### config.mk
export PLATFORM = sky130hd
export DESIGN_NAME = lpst_ctrl
export DESIGN_NICKNAME = d
export VERILOG_FILES = /design/src/hw/rtl/lpst_pkg.sv /design/src/hw/rtl/lpst_ctrl.sv
export SDC_FILE = /design/constraint.sdc
export NUM_CORES = 1
export LEC_CHECK = 0
export ABC_AREA = 0
export BUFFER_PORTS_ARGS = -buffer_cell sky130_fd_sc_hd__buf_2
export CAP_MARGIN = 15
export CORE_UTILIZATION = 42
export DETAILED_ROUTE_END_ITERATION = 16
export PLACE_DENSITY = 0.64
export SYNTH_ARGS = -nofsm -noshare
export SYNTH_HDL_FRONTEND = slang
export SYNTH_SLANG_ARGS = --single-unit
### constraint.sdc
create_clock -name clk_i -period 3.8 [get_ports clk_i]
set_input_delay 0 -clock clk_i [delete_from_list [all_inputs] [get_ports clk_i]]
set_output_delay 0 -clock clk_i [all_outputs]
set_load 0.005 [all_outputs]
### src/hw/rtl/lpst_pkg.sv
// Shared types and constants for the length-prefixed SPI transfer core.
`timescale 1ns / 1ps
package lpst_pkg;

  localparam int unsigned CmdW        = 3;
  localparam int unsigned ByteW       = 8;
  localparam int unsigned IdxW        = 9;
  localparam int unsigned RxCntW      = 9;
  localparam int unsigned BeatW       = 10;
  localparam int unsigned MinBeats    = 2;
  localparam int unsigned LenOverhead = 2;

  typedef enum logic [CmdW-1:0] {
    CMD_QUEUE    = 3'd0,
    CMD_CLEAR_TX = 3'd1,
    CMD_START    = 3'd2,
    CMD_EXCHANGE = 3'd3,
    CMD_READ     = 3'd4,
    CMD_CLEAR_RX = 3'd5
  } lpst_cmd_e;

  typedef struct packed {
    logic [CmdW-1:0]  command;
    logic [ByteW-1:0] data_byte;
    logic [ByteW-1:0] rx_byte;
    logic [IdxW-1:0]  read_index;
  } lpst_req_t;

  typedef struct packed {
    logic [ByteW-1:0]  tx_byte;
    logic              tx_valid;
    logic              transfer_done;
    logic              queue_error;
    logic [ByteW-1:0]  rx_data;
    logic [RxCntW-1:0] rx_count;
    logic [BeatW-1:0]  beat_total;
  } lpst_rsp_t;

  // Result status computed in the execute stage; store read data joins it once the status is registered.
  typedef struct packed {
    logic              tx_valid;
    logic              done;
    logic              qerr;
    logic              use_tx;
    logic              use_rx;
    logic [RxCntW-1:0] rx_count;
    logic [BeatW-1:0]  beat_total;
  } lpst_meta_t;

endpackage

### src/hw/rtl/lpst_ctrl.sv
// Execute stage: transfer state registers, command decode and store port control.
`timescale 1ns / 1ps
module lpst_ctrl import lpst_pkg::*; #(
  parameter int unsigned BUFFER_DEPTH = 512
) (
  input  logic                            clk_i,
  input  logic                            rst_ni,
  input  logic                            exec_i,
  input  lpst_req_t                       req_i,
  output lpst_meta_t                      meta_o,
  output logic                            tx_we_o,
  output logic [$clog2(BUFFER_DEPTH)-1:0] tx_waddr_o,
  output logic                            tx_re_o,
  output logic [$clog2(BUFFER_DEPTH)-1:0] tx_raddr_o,
  output logic                            rx_we_o,
  output logic [$clog2(BUFFER_DEPTH)-1:0] rx_waddr_o,
  output logic                            rx_re_o,
  output logic [$clog2(BUFFER_DEPTH)-1:0] rx_raddr_o
);

  localparam int unsigned AW = $clog2(BUFFER_DEPTH);
  localparam int unsigned CW = $clog2(BUFFER_DEPTH + 1);

  logic [CW-1:0]     tx_fill_q, tx_fill_d;
  logic [CW-1:0]     tx_pos_q, tx_pos_d;
  logic [RxCntW-1:0] rx_pos_q, rx_pos_d;
  logic [RxCntW-1:0] rx_exp_q, rx_exp_d;
  logic [CW-1:0]     beat_lim_q, beat_lim_d;
  logic [CW-1:0]     beats_q, beats_d;
  logic [31:0]       beat_ext;

  always_comb begin
    tx_fill_d  = tx_fill_q;
    tx_pos_d   = tx_pos_q;
    rx_pos_d   = rx_pos_q;
    rx_exp_d   = rx_exp_q;
    beat_lim_d = beat_lim_q;
    beats_d    = beats_q;
    meta_o     = '0;
    tx_we_o    = 1'b0;
    tx_re_o    = 1'b0;
    rx_we_o    = 1'b0;
    rx_re_o    = 1'b0;
    tx_waddr_o = tx_fill_q[AW-1:0];
    tx_raddr_o = tx_pos_q[AW-1:0];
    rx_waddr_o = AW'(rx_pos_q);
    rx_raddr_o = AW'(req_i.read_index);

    case (req_i.command)
      CMD_QUEUE: begin
        if (tx_fill_q < CW'(BUFFER_DEPTH)) begin
          tx_we_o   = exec_i;
          tx_fill_d = tx_fill_q + CW'(1);
        end else begin
          meta_o.qerr = 1'b1;
        end
      end
      CMD_CLEAR_TX: begin
        tx_fill_d = '0;
      end
      CMD_START: begin
        tx_pos_d   = '0;
        rx_pos_d   = '0;
        beats_d    = '0;
        rx_exp_d   = RxCntW'(MinBeats);
        beat_lim_d = (tx_fill_q > CW'(MinBeats)) ? tx_fill_q : CW'(MinBeats);
      end
      CMD_EXCHANGE: begin
        if (beats_q < beat_lim_q) begin
          meta_o.tx_valid = 1'b1;
          if (tx_pos_q < tx_fill_q) begin
            meta_o.use_tx = 1'b1;
            tx_re_o       = exec_i;
            tx_pos_d      = tx_pos_q + CW'(1);
          end
          // rx_expected never exceeds 257, so it also bounds the store address
          if (rx_pos_q < rx_exp_q) begin
            rx_we_o  = exec_i;
            rx_pos_d = rx_pos_q + RxCntW'(1);
            if (rx_pos_q == RxCntW'(1)) begin
              // second byte is the reply length
              rx_exp_d = RxCntW'(req_i.rx_byte) + RxCntW'(LenOverhead);
              if (CW'(rx_exp_d) > beat_lim_q) begin
                beat_lim_d = CW'(rx_exp_d);
              end
            end
          end
          beats_d     = beats_q + CW'(1);
          meta_o.done = (beats_d >= beat_lim_d);
        end else begin
          meta_o.done = 1'b1;
        end
      end
      CMD_READ: begin
        if (32'(req_i.read_index) < BUFFER_DEPTH) begin
          meta_o.use_rx = 1'b1;
          rx_re_o       = exec_i;
        end
      end
      CMD_CLEAR_RX: begin
        rx_exp_d = '0;
      end
      default: begin
      end
    endcase

    beat_ext          = 32'(beat_lim_d);
    meta_o.rx_count   = rx_exp_d;
    meta_o.beat_total = beat_ext[BeatW-1:0];
  end

  always_ff @(posedge clk_i or negedge rst_ni) begin
    if (!rst_ni) begin
      tx_fill_q  <= '0;
      tx_pos_q   <= '0;
      rx_pos_q   <= '0;
      rx_exp_q   <= '0;
      beat_lim_q <= '0;
      beats_q    <= '0;
    end else if (exec_i) begin
      tx_fill_q  <= tx_fill_d;
      tx_pos_q   <= tx_pos_d;
      rx_pos_q   <= rx_pos_d;
      rx_exp_q   <= rx_exp_d;
      beat_lim_q <= beat_lim_d;
      beats_q    <= beats_d;
    end
  end

endmodule

# After elaboration in Yosys (flattened, before gate mapping)
# Index checks and enable logic that the tools add are counted.
[classes] reduce_logical=7 addsub=5 n_eq_ne=10 order_cmp=7 mux=40
[op_table] cell="2-to-1 mux 10 bit" count=11
[op_table] cell="case mux 10 bit (2 select lines)" count=4
[op_table] cell="2-to-1 mux 9 bit" count=5
[op_table] cell="adder 10 x 1 -> 10 bit, second input constant" count=3
[op_table] cell="case mux 9 bit (3 select lines)" count=1
[op_table] cell="less-than comparator 10 bit" count=2
[op_table] cell="case mux 9 bit (2 select lines)" count=1
[op_table] cell="2-to-1 mux 1 bit" count=17
[op_table] cell=">= comparator 10 bit" count=1
[op_table] cell="greater-than comparator 10 x 2 -> 1 bit, second input constant" count=1
[op_table] cell="greater-than comparator 9 x 10 -> 1 bit" count=1
[op_table] cell="less-than comparator 10 bit, second input constant" count=1
[op_table] cell="adder 8 x 2 -> 9 bit, second input constant" count=1
[op_table] cell="adder 9 x 1 -> 9 bit, second input constant" count=1
[op_table] cell="equality test 9 x 1 -> 1 bit, second input constant" count=1
[op_table] cell="less-than comparator 9 bit" count=1
[op_table] cell="!= test 2 bit, second input constant" count=4
[op_table] cell="AND reduction 4 bit" count=2
[op_table] cell="equality test 3 x 2 -> 1 bit, second input constant" count=2
[op_table] cell="equality test 3 bit, second input constant" count=2
[op_table] cell="AND reduction 3 bit" count=2
[op_table] cell="nonzero test 2 bit" count=2
[op_table] cell="equality test 3 x 1 -> 1 bit, second input constant" count=1
[op_table] cell="zero test 3 bit" count=1
[op_table] cell="2-to-1 mux 2 bit" count=1
[word_totals] wordCells=75 reg_bits=58 in_bits=31 output_inout_bits=64

# Depth between registers and ports, before layout
[depth] word_depth=10 depth_mapped=19 mapped_depth_nobuf=18

# Least setup slack after synthesis
# No wires, ideal clock.
[synth_path] kind="input to output" startpoint="input port req_i[10] in the netlist's numbering" endpoint="output port meta_o[22] in the netlist's numbering" setup_slack_ns=0.713 stages=19 path_buffers=1 t_required_ns=3.800 t_arrival_ns=3.087 cell_sequence="ha_1 -> nand3_1 -> nor2_1 -> xor2_1 -> ha_1 -> a211oi_1 -> nor3_1 -> o32a_1 -> nand2_1 -> clkbuf_1 -> nand2_1 -> o21ai_0 -> ha_1 -> nand2b_1 -> a21o_1 -> a211oi_1 -> o21ai_0 -> o2111ai_1 -> a31oi_1"
[synth_lines] element="start, declared" line="lpst_ctrl.sv:9" source="input lpst_req_t req_i,"
[synth_lines] element="end, declared" line="lpst_ctrl.sv:10" source="output lpst_meta_t meta_o,"

==> metrics.cfg <==
[clock_tree]
cts_buffers = 9
clock_latency_ns = 0.34
cts_max_level = 3
path_clk_slew_ns = 0.05
cts_tree = done
cts_root_buffer = clkbuf_16
ctsLongestPathBuffers = 2
cts_num_sinks = 58

[die]
die_area_sq_um = 12300
rows = 39
initial_core_util_pct = 43.3
fp.dieW_microns = 111
core_region_area_sq_um = 11500
die_h_microns = 111
io_pins = 95

[pwr]
worst_ir_drop_vdd_uv = 382
powerDensity_nw_per_um2 = 407
leakagePower_nw = 2.62

[yosys]
synth_area_leader_cell = dfrtp_1
synth_edf_count = 0
netlist_top_cells_area = dfrtp_1, ha_1, nand2_1, buf_4, a21oi_1
ys_ff_latch = 58
syn-num-nets = 666
syn_area_per_cell_sq_um = 8.50
synth-async-reset-ratio_pct = 100
ys_types = 67
ys_seq_area_share_pct = 29.2
syn_inst = 584
synth_top_area_share_pct = 29.2
syn_area_sq_um = 4960
synth_flop_cell = dfrtp_1
yosys_warnings = 0

[cells_and_area]
antennaDiodeCount = 0
syn_to_final_growth_pct = 11.9
drive_gt1_share_pct = 18.1
mostFrequentLayoutCells = buf_2, dfrtp_1, nand2_1, ha_1, nor2_1
final-seq-area_sq_um = 1450
num-nets-final = 708
multiInputGateArea_sq_um = 3060
layout_commonest_cell = buf_2
fill_cells = 1117

[detailed_routing]
vias_per_cell = 6.09
drt-wirelength-per-cell_microns = 18.9
drc = 0
drt-total-wl_mm = 14.7
vias = 4713
postRouteAntennaNets = 0
drtIter0Drc = 491
firstDrtPassIters = 6

[status]
status = completed

[sta]
setup_tns_ns = 0
slew_violations = 0
tightest_slew_ns = 0.974
skew_ns = 0.00639
fin_crit_ns = 3.53
rsz0062_at_grt = no
worst_hold_slack_ns = 0.00000225
setup_viol = 0
finalHoldViolCount = 0
final.period_utilization_pct = 92.8
clock.fmax_mhz = 284
max-slew-margin-rel_pct = 34.6

[global_route]
grt_max_degree = 39
track_usage_pct = 24.7
grt_pass1_vias = 4495
grt_pass1_wl_mm = 23.8
antenna_found_initial = 0
grt_overflow = 0

[critical_path]
setup.worst_path.end_class = output port
worst-path-buf-inv = 2
startpoint_type = flop
crit_path_cell_trace = inv_2 > ha_1 > a211o_1 > o211ai_1 > a31oi_1 > o32a_1 > a21oi_1 > o21bai_1 > ha_1 > a21o_1 > a211oi_1 > o21ai_1 > o2111ai_1 > a31oi_1 > buf_2
timing.critical_path.required_ns = 3.80
crit_slowest_cell = dfrtp_1
cp_top_family = compound AO/OA/AOI/OAI gates
cp.arrival_ns = 3.53
critPathMaxStageDelay_ns = 0.40
crit_fanout = 4
critPathKind = flop to output port

[job]
maxCapViolations = 0

[hold_path]
hold_class = input pin to output port

[placement]
gp_routability_congestion = 0.901
io_buffers = 68
hpwl_mm = 11.0

[final cells by class]
type	count	share of cell area, %
multi-input combinational	437	55.1
clock inverter	5	0.541
inverter	39	2.64
sequential	58	26.1
tap	143	3.22
clock buffer	11	4.37
timing repair buffer	81	8.00
[synth_stat cells (all sizes together) (7+ instances only)]
cell type,n
o22ai,9
a31oi,7
nor2,43
o31ai,9
xnor2,16
inv,39
a21oi,38
dfrtp,58
ha,51
buf,35
nor3,8
nor4,8
nand3,23
o21ai,30
a21o,8
nand2,56
a22o,11
a32o,13
xor2,7
nand4,9
clkbuf,14
[state kept, by name (all words and copies together), names as in the netlist]
name,flops
beats_q,10
tx_pos_q,10
beat_lim_q,10
tx_fill_q,10
rx_exp_q,9
rx_waddr_o,9
[final timing paths]
kind | startpoint | to | cells past startpoint | slack (ns)
min reg2reg | rx_exp_q[3] | rx_exp_q[3] | 1 | 0.52
max reg2reg | tx_fill_q[2] | tx_pos_q[5] | 9 | 0.82
min | req_i[2] | rx_raddr_o[2] | 0 | 0.000002
max in group asynchronous | rst_ni | beats_q[3] | 3 | 2.76
min in group asynchronous | rst_ni | tx_pos_q[1] | 2 | 0.15
max | beat_lim_q[3] | meta_o[22] | 15 | 0.27
[metal layers]
| metal | wire length (microns) | part of all wire, % | GRT usage (%) |
|---|---|---|---|
| met1 | 6230 | 42 | 31.3 |
| met2 | 6990 | 48 | 40.0 |
| met3 | 901 | 6.1 | 6.23 |
| met4 | 547 | 3.7 | 10.5 |
| met5 | 0 | 0 | 0 |
[cells by family (layout without fill, tap and decap cells)]
logic type	count (synthesis)	count (layout)	synth area share, %
AND/OR/NAND/NOR	183	183	17.9
AO/OA/AOI/OAI	175	175	25.5
buffers and inverters	89	136	9.37
flip-flops	58	58	29.2
adder cells (fa/ha/maj)	51	51	12.9
XOR/XNOR	23	23	4.06
multiplexers	5	5	1.08
[through the flow]
stage | area [sq um] | util [%] | total power [mW] | std cells | setup slack, ns
6_report | 5560 | 48.4 | 2.26 | 774 | 0.275
5_1_grt | 5560 | 48.4 | 2.40 | 774 | 0.0257
4_1_cts | 5530 | 48.2 | 2.25 | 773 | 0.170
3_5_place_dp | 5250 | 45.8 | 1.50 | 756 | 0.364
3_3_place_gp | 5250 | 45.8 | 1.49 | 756 | 0.469
2_1_floorplan | 4960 | - | 1.29 | 584 | 0.713
[report_power, final]
group          internal, mW  leakage, nW  switching [mW]
registers             0.664        0.799          0.0801
logic                 0.320         1.69           0.446
clock network         0.454        0.131           0.296
[timing repair]
| action | in CTS | in global routing |
|---|---|---|
| buffers inserted | 0 | 1 |
| hold endpoints to repair | 20 | 0 |
| setup endpoints to repair | 0 | 1 |
| resized for setup | 0 | 8 |
| hold buffers | 1 | 0 |
(Power assumes the default switching activity.)
